**config.mk**
```make
export PLATFORM = sky130hd
export DESIGN_NAME = keyed_cooldown_announce_filter_flat
export DESIGN_NICKNAME = d
export VERILOG_FILES = /design/src/rtl/kcaf_pkg.sv /design/src/rtl/kcaf_ifs.sv /design/src/rtl/keyed_cooldown_announce_filter.sv /design/src/rtl/kcaf_ctrl.sv /design/src/rtl/kcaf_dp.sv /design/src/flat_wrapper.sv
export SDC_FILE = /design/constraint.sdc
export NUM_CORES = 1
export LEC_CHECK = 0
export BUFFER_PORTS_ARGS = -buffer_cell sky130_fd_sc_hd__buf_2
export CORE_MARGIN = 2
export CORE_UTILIZATION = 37
export DETAILED_ROUTE_END_ITERATION = 16
export SYNTH_ARGS = -nofsm -noshare
export SYNTH_HDL_FRONTEND = slang
export SYNTH_SLANG_ARGS = --single-unit
```
**constraint.sdc**
```tcl
create_clock -name i_clk -period 15.4 [get_ports i_clk]
set_input_delay 3.08 -clock i_clk [delete_from_list [all_inputs] [get_ports i_clk]]
set_output_delay 3.08 -clock i_clk [all_outputs]
set_load 0.01 [all_outputs]
```
**src/rtl/kcaf_pkg.sv**
```systemverilog
`timescale 1ns / 1ps
// ----------------------------------------------------------------------------
// kcaf_pkg
// Shared constants, codes and controller/datapath types for the keyed
// cooldown announce filter.
// ----------------------------------------------------------------------------
package kcaf_pkg;

    localparam int TABLE_ENTRIES = 8;
    localparam int ID_W          = 8;
    localparam int TIME_W        = 32;
    localparam int OUTCOME_W     = 2;
    // Fill count holds 0..TABLE_ENTRIES; slot index holds 0..TABLE_ENTRIES-1.
    localparam int CNT_W         = $clog2(TABLE_ENTRIES + 1);
    localparam int IDX_W         = (TABLE_ENTRIES > 1) ? $clog2(TABLE_ENTRIES) : 1;

    typedef enum logic [OUTCOME_W-1:0] {
        OUTCOME_KNOWN_PASSED     = 2'd0,
        OUTCOME_KNOWN_SUPPRESSED = 2'd1,
        OUTCOME_NEW_RECORDED     = 2'd2,
        OUTCOME_NEW_TABLE_FULL   = 2'd3
    } t_outcome;

    typedef enum logic {
        ST_IDLE,
        ST_SCAN
    } t_state;

    typedef struct packed {
        logic load;    // capture the accepted request, restart the scan
        logic step;    // advance to the next slot
        logic finish;  // decide, update the table, fill the output register
    } t_cmd;

    typedef struct packed {
        logic at_end;    // every used slot has been examined
        logic hit;       // current slot holds the requested ID
        logic out_free;  // output register can take a new result this cycle
    } t_status;

endpackage

```
**src/rtl/kcaf_ifs.sv**
```systemverilog
`timescale 1ns / 1ps
// ----------------------------------------------------------------------------
// kcaf_ifs
// Valid/ready channel interfaces for requests and results.
// ----------------------------------------------------------------------------
interface kcaf_req_if;
    logic        valid;
    logic        ready;
    logic [7:0]  message_id;
    logic [31:0] now_ms;
    logic [31:0] min_gap_ms;

    modport source (output valid, output message_id, output now_ms,
                    output min_gap_ms, input ready);
    modport sink   (input valid, input message_id, input now_ms,
                    input min_gap_ms, output ready);
endinterface

interface kcaf_rsp_if;
    logic       valid;
    logic       ready;
    logic       announce;
    logic [7:0] announced_id;
    logic [1:0] outcome;

    modport source (output valid, output announce, output announced_id,
                    output outcome, input ready);
    modport sink   (input valid, input announce, input announced_id,
                    input outcome, output ready);
endinterface

```
**src/rtl/keyed_cooldown_announce_filter.sv**
```systemverilog
`timescale 1ns / 1ps
// ----------------------------------------------------------------------------
// keyed_cooldown_announce_filter
// Per-ID cooldown filter for announcement requests, one result per request.
// ----------------------------------------------------------------------------
// A request is accepted in the idle state, then the scan steps past each
// stored entry examined before the matching one (or all used entries for a
// new ID), then the decision is made. The scan reads one table slot per
// cycle and does the wrapping elapsed-time compare on the matching slot. The
// result sits in an output register, so a new request is accepted while the
// previous result still waits to be taken; the decision of that new request
// waits only if the old result is still there. The table needs no clearing
// after reset.
module keyed_cooldown_announce_filter
    import kcaf_pkg::*;
(
    input  logic       i_clk,
    input  logic       i_rst_n,
    kcaf_req_if.sink   i_req,
    kcaf_rsp_if.source o_rsp
);

    t_cmd    w_cmd;
    t_status w_status;

    kcaf_ctrl u_ctrl (
        .i_clk      (i_clk),
        .i_rst_n    (i_rst_n),
        .i_in_valid (i_req.valid),
        .o_in_ready (i_req.ready),
        .i_status   (w_status),
        .o_cmd      (w_cmd)
    );

    kcaf_dp u_dp (
        .i_clk          (i_clk),
        .i_rst_n        (i_rst_n),
        .i_cmd          (w_cmd),
        .o_status       (w_status),
        .i_message_id   (i_req.message_id),
        .i_now_ms       (i_req.now_ms),
        .i_min_gap_ms   (i_req.min_gap_ms),
        .o_valid        (o_rsp.valid),
        .i_ready        (o_rsp.ready),
        .o_announce     (o_rsp.announce),
        .o_announced_id (o_rsp.announced_id),
        .o_outcome      (o_rsp.outcome)
    );

endmodule

```
**src/rtl/kcaf_ctrl.sv**
```systemverilog
`timescale 1ns / 1ps
// ----------------------------------------------------------------------------
// kcaf_ctrl
// Sequencer: accepts a request, steps the table scan and hands the decision
// to the output register when it has room.
// ----------------------------------------------------------------------------
module kcaf_ctrl
    import kcaf_pkg::*;
(
    input  logic    i_clk,
    input  logic    i_rst_n,
    input  logic    i_in_valid,
    output logic    o_in_ready,
    input  t_status i_status,
    output t_cmd    o_cmd
);

    t_state r_state;
    t_state n_state;

    always_ff @(posedge i_clk) begin
        if (!i_rst_n) begin
            r_state <= ST_IDLE;
        end else begin
            r_state <= n_state;
        end
    end

    always_comb begin
        n_state    = r_state;
        o_in_ready = 1'b0;
        o_cmd      = '0;
        case (r_state)
            ST_IDLE: begin
                o_in_ready = 1'b1;
                if (i_in_valid) begin
                    o_cmd.load = 1'b1;
                    n_state    = ST_SCAN;
                end
            end
            ST_SCAN: begin
                if (i_status.hit || i_status.at_end) begin
                    // Hold the decision until a pending result has been taken.
                    if (i_status.out_free) begin
                        o_cmd.finish = 1'b1;
                        n_state      = ST_IDLE;
                    end
                end else begin
                    o_cmd.step = 1'b1;
                end
            end
            default: begin
                n_state = ST_IDLE;
            end
        endcase
    end

`ifndef SYNTHESIS
    a_load_in_idle: assert property (@(posedge i_clk) disable iff (!i_rst_n)
        o_cmd.load |-> r_state == ST_IDLE)
        else $error("request captured outside idle");
    a_finish_has_room: assert property (@(posedge i_clk) disable iff (!i_rst_n)
        o_cmd.finish |-> i_status.out_free)
        else $error("result written while output register busy");
    a_finish_returns_idle: assert property (@(posedge i_clk) disable iff (!i_rst_n)
        o_cmd.finish |=> r_state == ST_IDLE)
        else $error("sequencer did not return to idle after a decision");
`endif

endmodule

```
**src/rtl/kcaf_dp.sv**
```systemverilog
`timescale 1ns / 1ps
// ----------------------------------------------------------------------------
// kcaf_dp
// Datapath: request registers, ID/time table, scan pointer, cooldown compare
// and the result register.
// ----------------------------------------------------------------------------
module kcaf_dp
    import kcaf_pkg::*;
(
    input  logic                 i_clk,
    input  logic                 i_rst_n,
    input  t_cmd                 i_cmd,
    output t_status              o_status,
    input  logic [ID_W-1:0]      i_message_id,
    input  logic [TIME_W-1:0]    i_now_ms,
    input  logic [TIME_W-1:0]    i_min_gap_ms,
    output logic                 o_valid,
    input  logic                 i_ready,
    output logic                 o_announce,
    output logic [ID_W-1:0]      o_announced_id,
    output logic [OUTCOME_W-1:0] o_outcome
);

    logic [ID_W-1:0]   r_id;
    logic [TIME_W-1:0] r_now;
    logic [TIME_W-1:0] r_cool;
    logic [CNT_W-1:0]  r_idx;
    logic [CNT_W-1:0]  r_count;
    logic [ID_W-1:0]   r_ent_id   [TABLE_ENTRIES];
    logic [TIME_W-1:0] r_ent_time [TABLE_ENTRIES];

    logic              r_out_valid;
    logic              r_announce;
    logic [ID_W-1:0]   r_out_id;
    t_outcome          r_outcome;

    logic [IDX_W-1:0]  w_slot;
    logic [IDX_W-1:0]  w_free_slot;
    logic [TIME_W-1:0] w_elapsed;
    logic              w_cool_done;
    logic              w_room;

    assign w_slot      = r_idx[IDX_W-1:0];
    assign w_free_slot = r_count[IDX_W-1:0];
    // Wrapping difference: a stored time ahead of now reads as a long gap.
    assign w_elapsed   = r_now - r_ent_time[w_slot];
    assign w_cool_done = (w_elapsed >= r_cool);
    assign w_room      = (r_count < CNT_W'(TABLE_ENTRIES));

    assign o_status.at_end   = (r_idx == r_count);
    assign o_status.hit      = (r_idx != r_count) && (r_ent_id[w_slot] == r_id);
    assign o_status.out_free = !r_out_valid || i_ready;

    always_ff @(posedge i_clk) begin
        if (i_cmd.load) begin
            r_id   <= i_message_id;
            r_now  <= i_now_ms;
            r_cool <= i_min_gap_ms;
        end
    end

    always_ff @(posedge i_clk) begin
        if (!i_rst_n) begin
            r_idx   <= '0;
            r_count <= '0;
        end else if (i_cmd.load) begin
            r_idx <= '0;
        end else if (i_cmd.step) begin
            r_idx <= r_idx + 1'b1;
        end else if (i_cmd.finish && !o_status.hit && w_room) begin
            r_count <= r_count + 1'b1;
        end
    end

    // Table update: refresh on a passed known ID, append an unknown ID while the table has room.
    always_ff @(posedge i_clk) begin
        if (i_cmd.finish) begin
            if (o_status.hit) begin
                if (w_cool_done) begin
                    r_ent_time[w_slot] <= r_now;
                end
            end else if (w_room) begin
                r_ent_id[w_free_slot]   <= r_id;
                r_ent_time[w_free_slot] <= r_now;
            end
        end
    end

    always_ff @(posedge i_clk) begin
        if (!i_rst_n) begin
            r_out_valid <= 1'b0;
        end else if (i_cmd.finish) begin
            r_out_valid <= 1'b1;
        end else if (i_ready) begin
            r_out_valid <= 1'b0;
        end
    end

    always_ff @(posedge i_clk) begin
        if (i_cmd.finish) begin
            r_out_id <= r_id;
            if (o_status.hit) begin
                r_announce <= w_cool_done;
                r_outcome  <= w_cool_done ? OUTCOME_KNOWN_PASSED
                                          : OUTCOME_KNOWN_SUPPRESSED;
            end else begin
                r_announce <= 1'b1;
                r_outcome  <= w_room ? OUTCOME_NEW_RECORDED : OUTCOME_NEW_TABLE_FULL;
            end
        end
    end

    assign o_valid        = r_out_valid;
    assign o_announce     = r_announce;
    assign o_announced_id = r_out_id;
    assign o_outcome      = r_outcome;

`ifndef SYNTHESIS
    a_count_bound: assert property (@(posedge i_clk) disable iff (!i_rst_n)
        r_count <= CNT_W'(TABLE_ENTRIES))
        else $error("table fill count beyond capacity");
    a_count_grows_by_one: assert property (@(posedge i_clk) disable iff (!i_rst_n)
        !$stable(r_count) |-> r_count == $past(r_count) + 1'b1)
        else $error("table fill count changed by other than one");
    a_step_only_on_miss: assert property (@(posedge i_clk) disable iff (!i_rst_n)
        i_cmd.step |-> !o_status.hit && !o_status.at_end)
        else $error("scan advanced past a match or the end of the table");
    a_finish_sets_valid: assert property (@(posedge i_clk) disable iff (!i_rst_n)
        i_cmd.finish |=> r_out_valid)
        else $error("decision did not reach the output register");
`endif

endmodule
```
**src/flat_wrapper.sv**
```systemverilog
// flat-port wrapper written by rule: the top's interface ports become plain ports
module keyed_cooldown_announce_filter_flat import kcaf_pkg::*;
  (i_clk, i_rst_n, i_req_valid, i_req_message_id, i_req_now_ms, i_req_min_gap_ms, i_req_ready, o_rsp_valid, o_rsp_announce, o_rsp_announced_id, o_rsp_outcome, o_rsp_ready);
  kcaf_req_if i_req_i ();
  kcaf_rsp_if o_rsp_i ();
  input  logic i_clk;
  input  logic i_rst_n;
  input wire logic [$bits(i_req_i.valid)-1:0] i_req_valid;
  input wire logic [$bits(i_req_i.message_id)-1:0] i_req_message_id;
  input wire logic [$bits(i_req_i.now_ms)-1:0] i_req_now_ms;
  input wire logic [$bits(i_req_i.min_gap_ms)-1:0] i_req_min_gap_ms;
  output wire logic [$bits(i_req_i.ready)-1:0] i_req_ready;
  output wire logic [$bits(o_rsp_i.valid)-1:0] o_rsp_valid;
  output wire logic [$bits(o_rsp_i.announce)-1:0] o_rsp_announce;
  output wire logic [$bits(o_rsp_i.announced_id)-1:0] o_rsp_announced_id;
  output wire logic [$bits(o_rsp_i.outcome)-1:0] o_rsp_outcome;
  input wire logic [$bits(o_rsp_i.ready)-1:0] o_rsp_ready;
  assign i_req_i.valid = i_req_valid;
  assign i_req_i.message_id = i_req_message_id;
  assign i_req_i.now_ms = i_req_now_ms;
  assign i_req_i.min_gap_ms = i_req_min_gap_ms;
  assign i_req_ready = i_req_i.ready;
  assign o_rsp_valid = o_rsp_i.valid;
  assign o_rsp_announce = o_rsp_i.announce;
  assign o_rsp_announced_id = o_rsp_i.announced_id;
  assign o_rsp_outcome = o_rsp_i.outcome;
  assign o_rsp_i.ready = o_rsp_ready;
  keyed_cooldown_announce_filter u_core (.i_clk(i_clk), .i_rst_n(i_rst_n), .i_req(i_req_i), .o_rsp(o_rsp_i));
endmodule
```
# Word-level counts from Yosys, hierarchy flattened
# Memories as Yosys holds them, arrays and structs flattened. A register that Yosys moved wholly into a read port is not among the register bits.
# Index checks and enable logic that the tools add are counted.
# op_classes
addsub	3
order_cmp	2
eq_ne	3
mux	30
bitwise_logic	4
reduce_logical	11
# ops
cell	n
32-bit >= comparator	1
32-bit 2-to-1 mux	1
32-bit OR reduction	1
32-bit subtractor	1
1-bit 2-to-1 mux	21
3-bit 2-to-1 mux	5
4-bit by 1-bit adder with 4-bit output, second input constant	2
8-bit equality test	1
4-bit equality test	1
4-bit less-than comparator, second input constant	1
2-bit 2-to-1 mux	2
4-bit inequality test	1
1-bit NOT	4
1-bit logical AND	3
3-bit AND reduction	1
1-bit zero test	2
1-bit logical OR	2
1-bit one-hot mux with 2 select lines	1
2-bit nonzero test	1
2-bit OR reduction	1
# totals
ff_bits	93
ramBits	320
word_cells	65
memories	2
# mem_list
name	depth	width	read_ports	rd_clocked_by_memory_dff	write_ports	line	rtl
u_core.u_dp.r_ent_time	8	32	1	1	1	kcaf_dp.sv:30	logic [TIME_W-1:0] r_ent_time [TABLE_ENTRIES];
u_core.u_dp.r_ent_id	8	8	1	1	1	kcaf_dp.sv:29	logic [ID_W-1:0] r_ent_id [TABLE_ENTRIES];

# Logic depth before layout (Yosys ltp)
# Gate-level depths: netlist of the first run.
# depth
word_depth	9
depth_mapped	25
mapped_depth_nobuf	22

# By module
# A second synthesis of the first run with hierarchy kept.
# hier_totals
hier_cells	1007
hier_area_um2	17785.8
# modules_own_cells
mod	instances	cells_per_inst	area_per_inst_um2	seq_area_each_um2
kcaf_dp	1	1000	17732.0	12341.8
kcaf_ctrl	1	7	53.8	20.0

# Worst setup path before layout of the first run
# Ideal clock, no wire load.
# synth_timing
path_kind	register to register
from	register with a tool-made name
to	memory u_core.u_dp.r_ent_time[0][0] (enable)
setup_time_ns	0.468
arrival_time_ns	8.463
required_time_ns	14.932
path_slack_ns	6.469
path_stages_with_launch	24
n_path_buf	4
synth_period_minus_slack_ns	8.931
cell_sequence	dfxtp_1 -> buf_6 -> buf_12 -> clkbuf_1 -> buf_1 -> mux4_2 -> mux2i_1 -> ha_1 -> inv_1 -> or3_1 -> nand3b_1 -> a2111oi_0 -> o211ai_1 -> a41oi_1 -> mux2_2 -> o2111ai_1 -> ha_1 -> nand4_1 -> nor4_1 -> nand2_1 -> nor4_1 -> a2111oi_4 -> a2111oi_2 -> nor3b_1
# synth_rtl
element	line
end, declared	kcaf_dp.sv:30

==> impl_metrics.csv, run 1 <==
group,metric,value,unit
run_status,status,"finished clean",
timing,fin_crit_sh,54.9,%
clock_tree,cts_tree,"yes",
logic_synthesis,synth_area_per_cell,17.7,um2
final_layout,multi_input_area,5120,um2
worst_hold_path,holdPathStages,2,
placed_design,portBuffers,88,
worst_setup_path,crit_slowest_cell,"and3b_2",
power,pwr-share-seq,47.9,%
routing,drt-total-wl,37100,um
worst_setup_path,crit_fanout,43,
timing,tightest_slew,1.05,ns
routing,vias_per_cell,5.25,
timing,setup_viol,0,
floorplanning,io_pins,89,
global_routing,grt_max_degree,74,
logic_synthesis,synth.cell_area,17800,um2
power,p_leak,0.00695,uW
power,power.total,2730,uW
logic_synthesis,synth_top_cell_area_share,68.1,%
timing,fmax,118,MHz
timing,rsz0062_at_grt,"no",
clock_tree,numCtsBuffers,45,
placed_design,dpl-instance-area,18900,um2
clock_tree,postCtsSetupBuffers,0,
worst_setup_path,crit_path_end_kind,"register",
floorplanning,core,47500,um2
flow_run,max-cap-violations,0,
worst_setup_path,cp.arrival,8.65,ns
power,p_comb_share,10.5,%
final_layout,area_delta_synth_final,15.6,%
worst_setup_path,critPathTopFamily,"compound AO/OA/AOI/OAI gates",
clock_tree,clockBufferDepth,3,
global_routing,antenna_found_initial,0,
global_routing,grt_pass1_vias,9643,
worst_setup_path,critPathLaunchType,"register",
routing,first_pass_iters,5,
logic_synthesis,yosys.area.top_type,"edfxtp_1",
final_layout,final_cell_count_no_fill,1768,
final_layout,diodes,0,
final_layout,drive_above_1_share,23.6,%
final_layout,mostFrequentLayoutCell,"edfxtp_1",
worst_hold_path,min_to,"u_core.u_dp.r_idx[3]",
clock_tree,holdBufCountCts,0,
worst_hold_path,min_path_type,"reg -> reg",
final_layout,register_area,12400,um2
logic_synthesis,syn_nets,1146,
logic_synthesis,synth_flop_cell,"edfxtp_1",
final_layout,final_cell_mix,"edfxtp_1, buf_2, mux4_2",
power,clockPowerShare,41.6,%
worst_setup_path,r2r_slack,6.94,ns
logic_synthesis,synth_edf_count,403,
placed_design,place_congestion,0.895,
routing,ant_nets,0,
final_layout,fin_area,20500,um2
routing,via_count,9278,
worst_setup_path,slowest_delay,0.98,ns
worst_setup_path,r2r_end,"u_core.u_dp.r_ent_time[2][6]",
timing,setup_tns,0,ns
timing,period_needed,8.46,ns
logic_synthesis,yosys_warnings,0,
global_routing,track_usage,15.1,%
timing,relSlewSlack,30.2,%
routing,drcViolationCount,0,
timing,hold_viol_final,0,
worst_hold_path,hp-start,"u_core.u_dp.r_idx[3]",
worst_setup_path,critical_path_class,"reg -> reg",
power,netSwitchingFraction,23.6,%
routing,wl_per_cell,21.0,um
clock_tree,ctsResizeCount,0,
placed_design,dp_hpwl,23300,um
global_routing,grt_overflow_total,0,
power,power.internal,2080,uW
worst_setup_path,cp.required,15.59,ns
floorplanning,die_x,223,um
floorplanning,rows,80,
placed_design,dp.cells,1686,
timing,slew_violations,0,
logic_synthesis,synth_cell_types,63,
clock_tree,h-tree-depth,2,
power,ir_drop,0.0827,mV
logic_synthesis,yosys-top-cells-area,"edfxtp_1, mux4_2, ha_1",
worst_setup_path,path_buf_inv,1,
routing,first_iter_violations,569,
floorplanning,die_h,223,um
global_routing,grt_pass1_wl,56600,um
clock_tree,cts.sinks,416,
logic_synthesis,async_flop_share,0,%
clock_tree,ctsRootBufferMaster,"clkbuf_16",
power,power.net_switching,645,uW
worst_setup_path,r2r_cells,20,
clock_tree,path_clk_slew,0.06,ns
timing,whs,0.523,ns
worst_setup_path,path_cells,"buf_4 -> mux4_2 -> mux2i_1 -> ha_1 -> o21ai_0 -> o21ai_0 -> nand3b_1 -> a2111oi_0 -> o211ai_1 -> a41oi_1 -> mux2_2 -> o2111ai_1 -> ha_1 -> nand4_1 -> nor4_1 -> nand2_1 -> nor4_1 -> a2111oi_4 -> a2111oi_2 -> and3b_2",
worst_setup_path,path_depth,20,
floorplanning,die-area,49800,um2
logic_synthesis,syn_inst,1003,
timing,clock_skew,0.0293,ns
final_layout,nets,1261,
clock_tree,clk-insertion-delay-late,0.60,ns
power,cellPowerDensity,133,nW/um2
logic_synthesis,ys_seq_area_share,69.6,%
floorplanning,start_util,37.4,%
logic_synthesis,ys_ff_latch,416,
final_layout,nFillCells,4112,
-- how the worst max path moves through the flow --
stage,start,end,slack (ns)
final,register,u_core.u_dp.r_ent_time[2][6],6.94
after global routing,register,u_core.u_dp.r_ent_time[2][13],5.98
after CTS,register,u_core.u_dp.r_ent_time[2][13],6.85
after detailed placement,register,u_core.u_dp.r_ent_time[2][6],6.91
after global placement,register,u_core.u_dp.r_ent_time[3][17],7.14
after floorplan,register,u_core.u_dp.r_ent_time[0][0],6.47
-- through the flow --
| stage | util (%) | setup slack [ns] |
|---|---|---|
| 3_3_place_gp | 39.9 | 7.14 |
| 6_report | 43.2 | 6.94 |
| 5_1_grt | 43.2 | 5.98 |
| 2_1_floorplan | - | 6.47 |
| 3_5_place_dp | 39.9 | 6.91 |
| 4_1_cts | 43.2 | 6.85 |
-- cell families (layout without fill, tap and decap cells) --
logic type                 count (synthesis)  in the layout  synth area share (%)
buffers and inverters                     76            226                  1.75
adders and majority gates                 67             67                  4.76
AOI/OAI and AO/OA                        128            128                  4.94
xor gates and xnor gates                  33             33                  1.63
DFF                                      416            416                  69.6
and+or+nand+nor                          158            158                  4.49
muxes                                    125            125                  12.8
-- final cells by class --
| type | instances | area share, % |
|---|---|---|
| flip-flops and latches | 416 | 60.2 |
| clock buffers | 48 | 5.59 |
| clock inverters | 34 | 2.16 |
| well taps | 615 | 3.75 |
| inverters | 47 | 0.859 |
| multi-input cells | 511 | 24.9 |
| repair buffers | 97 | 2.47 |
-- synthesized netlist by cell type (3+ instances only) --
library cell	n
and3_1	5
nor2b_1	6
buf_1	6
or3_1	5
mux4_2	73
nand2b_1	9
a21oi_1	32
and2_1	3
clkbuf_1	19
nand4_1	11
o21a_1	6
xnor2_1	26
a21boi_0	3
ha_1	66
nor3_1	6
o21bai_1	4
nand3_1	8
o21ai_0	26
inv_1	47
nor4_1	3
dfxtp_1	13
a21o_1	20
mux2i_1	42
and3b_1	4
o311ai_0	4
edfxtp_1	403
nor2_1	46
xor2_1	7
mux4_1	7
mux2_2	3
a211oi_1	8
nand2_1	39
-- power groups by stage --
stage	logic, uW	clock network, uW	registers, uW
2_1_floorplan	203	0	1320
3_3_place_gp	284	0	1330
3_5_place_dp	286	0	1330
4_1_cts	288	1160	1310
5_1_grt	321	1210	1310
6_report	286	1130	1310
-- per-layer routing --
layer	GRT usage [%]	up-vias	part of all wire (%)
met3	3.45	44	6.3
met4	4.57	0	1.9
met1	20.1	4726	43
met5	0	-	0
met2	24.7	254	48
li1	-	4254	-
-- registers in the layout, indices dropped and copies added, names as in the netlist, named ones only --
signal	flops
u_core.u_dp.o_announce	1
u_core.u_dp.r_ent_time	256
u_core.u_dp.o_outcome	2
u_core.u_ctrl.r_state	1
u_core.u_dp.o_announced_id	8
u_core.u_dp.r_idx	4
u_core.u_dp.r_ent_id	64
u_core.u_dp.r_cool	32
u_core.u_dp.r_now	32
u_core.u_dp.r_id	8
u_core.u_dp.o_valid	1
u_core.u_dp.r_count	4
-- tightest hold or removal path, stage by stage, from the launching register on --
cell and delay (ns):
dfxtp_1 0.34, o21ai_0 0.08, a21oi_1 0.06
Note: power is estimated with default switching activity, not from simulation.
==> run 2, diff against run 1 <==
==> constraint.sdc (replaced) <==
create_clock -name i_clk -period 7.5 [get_ports i_clk]
set_input_delay 1.5 -clock i_clk [delete_from_list [all_inputs] [get_ports i_clk]]
set_output_delay 1.5 -clock i_clk [all_outputs]
set_load 0.01 [all_outputs]
==> run 2 against run 1 <==
Cell count is 1.2% higher. Combinational power is 120% higher. Critical path depth is 3 higher. Register-to-register slack worse by 6.4 ns. Global-route usage is 0.69 points higher. Sequential share of layout area is 0.82 points lower. Utilization is 0.60 points higher. Critical path type unchanged. Worst hold slack worse by 0.0090 ns. Final area is 1.4% higher. Power is 110% higher. Clock skew is 0.013 ns lower. Maximum frequency is 22% higher.
==> impl_metrics.csv, run 2 (synthesis gave the netlist of run 1 again) <==
group,metric,value,unit
timing,slew_violations,0,
clock_tree,postCtsSetupBuffers,0,
worst_hold_path,hp-start,"u_core.u_dp.o_valid",
final_layout,utilization,43.8,%
flow_run,max-cap-violations,0,
final_layout,reg_top3,"u_core.u_dp.r_ent_time x256, u_core.u_dp.r_ent_id x64",
timing,fmax,144,MHz
worst_setup_path,critical_path_class,"reg -> reg",
timing,fin_crit_sh,92.8,%
routing,wl_per_cell,21.5,um
placed_design,dp_hpwl,25800,um
global_routing,grt_pass1_vias,9693,
routing,vias_per_cell,5.24,
clock_tree,cts.sinks,416,
global_routing,grt_max_degree,68,
power,p_leak,0.00708,uW
timing,period_needed,6.96,ns
global_routing,antenna_found_initial,0,
worst_hold_path,min_path_type,"reg -> reg",
floorplanning,die_h,223,um
final_layout,nets,1283,
final_layout,largest_reg_flops,256,
timing,hold_viol_final,0,
routing,drt-total-wl,38500,um
timing,setup_tns,0,ns
worst_setup_path,cp.required,7.75,ns
worst_setup_path,critPathLaunchType,"register",
routing,via_count,9373,
run_status,status,"finished clean",
timing,relSlewSlack,33.7,%
routing,first_iter_violations,912,
clock_tree,ctsResizeCount,0,
floorplanning,io_pins,89,
final_layout,area_delta_synth_final,17.2,%
placed_design,place_congestion,0.806,
global_routing,grt_overflow_total,0,
final_layout,mostFrequentLayoutCell,"edfxtp_1",
worst_setup_path,crit_slowest_cell,"dfxtp_4",
clock_tree,path_clk_slew,0.06,ns
routing,drcViolationCount,0,
final_layout,drive_above_1_share,25.2,%
floorplanning,rows,80,
floorplanning,die-area,49800,um2
clock_tree,ctsRootBufferMaster,"clkbuf_16",
worst_setup_path,slowest_delay,0.57,ns
clock_tree,cts_tree,"yes",
worst_setup_path,cp.arrival,7.21,ns
power,power.total,5610,uW
final_layout,final_cell_mix,"edfxtp_1, buf_2, mux4_2",
worst_setup_path,path_cells,"mux4_2 -> mux2_2 -> ha_1 -> inv_1 -> fa_1 -> a211oi_1 -> o21ai_0 -> nand3b_1 -> a2111oi_1 -> o211ai_1 -> a41oi_1 -> buf_4 -> mux2_2 -> o2111ai_1 -> ha_1 -> nand4_1 -> nor4_1 -> nand2_1 -> nor4_2 -> a2111oi_4 -> a2111oi_2 -> nor3b_4 -> buf_12",
timing,clock_skew,0.0161,ns
timing,setup_viol,0,
final_layout,diodes,0,
floorplanning,start_util,37.4,%
clock_tree,holdBufCountCts,0,
global_routing,grt_pass1_wl,59000,um
clock_tree,clockBufferDepth,3,
final_layout,nFillCells,4090,
routing,first_pass_iters,5,
timing,tightest_slew,0.990,ns
routing,ant_nets,0,
floorplanning,core,47500,um2
final_layout,top_register,"u_core.u_dp.r_ent_time",
global_routing,track_usage,15.8,%
clock_tree,numCtsBuffers,46,
floorplanning,die_x,223,um
power,cellPowerDensity,269,nW/um2
clock_tree,h-tree-depth,2,
worst_setup_path,crit_fanout,26,
clock_tree,clk-insertion-delay-late,0.57,ns
placed_design,portBuffers,88,
power,ir_drop,0.203,mV
worst_setup_path,crit_path_end_kind,"register",
run 2: changes by cell type in the layout (fill, tap and decap cells not counted), sizes merged:
cell / change
buf: +21
bufinv: -1
clkbuf: +4
clkinv: -5
inv: +3
run 2: layout make-up:
| type | instances | area, um2 | share of cell area (%) |
|---|---|---|---|
| multi-input cells | 511 | 5150 | 24.8 |
| inverters | 47 | 176 | 0.847 |
| repair buffers | 118 | 795 | 3.82 |
| well taps | 615 | 769 | 3.70 |
| clock inverters | 31 | 363 | 1.74 |
| flip-flops and latches | 416 | 12400 | 59.4 |
| clock buffers | 52 | 1190 | 5.74 |
run 2: final timing paths:
check	to	slack (ns)	cells after the start
max reg2reg	u_core.u_dp.r_ent_time[1][11]	0.54	23
min reg2reg	u_core.u_dp.o_valid	0.51	2
max	u_core.u_dp.r_ent_time[1][11]	0.54	23
min	u_core.u_dp.o_valid	0.51	2
run 2: power by group:
part / switching (uW) / internal [uW]
Sequential: 57.3 / 2630
Combinational: 361 / 259
Clock: 908 / 1390
run 2: critical path: cells and delay by family (launching register included):
kind | cells | cell delay, ns
AO/OA/AOI/OAI | 8 | 2.29
AND/OR/NAND/NOR | 6 | 1.50
multiplexers | 3 | 1.14
adder cells (fa/ha/maj) | 3 | 0.59
flip-flops | 1 | 0.57
buffers and inverters | 3 | 0.49
run 2: layer usage:
metal  part of all wire, %  up-vias  GRT usage [%]
met1                    44     4764           21.8
met2                    48      260           25.3
met4                   2.1        0           4.63
li1                      -     4296              -
met3                   6.1       53           3.24
met5                     0        -              0
run 2: metrics by stage:
stage / setup WS [ns] / cells / instance area (um2) / hold slack, ns
global route: -0.0517 / 1790 / 20800 / 0.544
floorplan: -0.305 / 1003 / 17800 / 0.471
global placement: 0.442 / 1707 / 19200 / 0.500
detailed placement: 0.208 / 1707 / 19200 / 0.519
CTS: 0.179 / 1790 / 20800 / 0.527
finish: 0.539 / 1790 / 20800 / 0.514
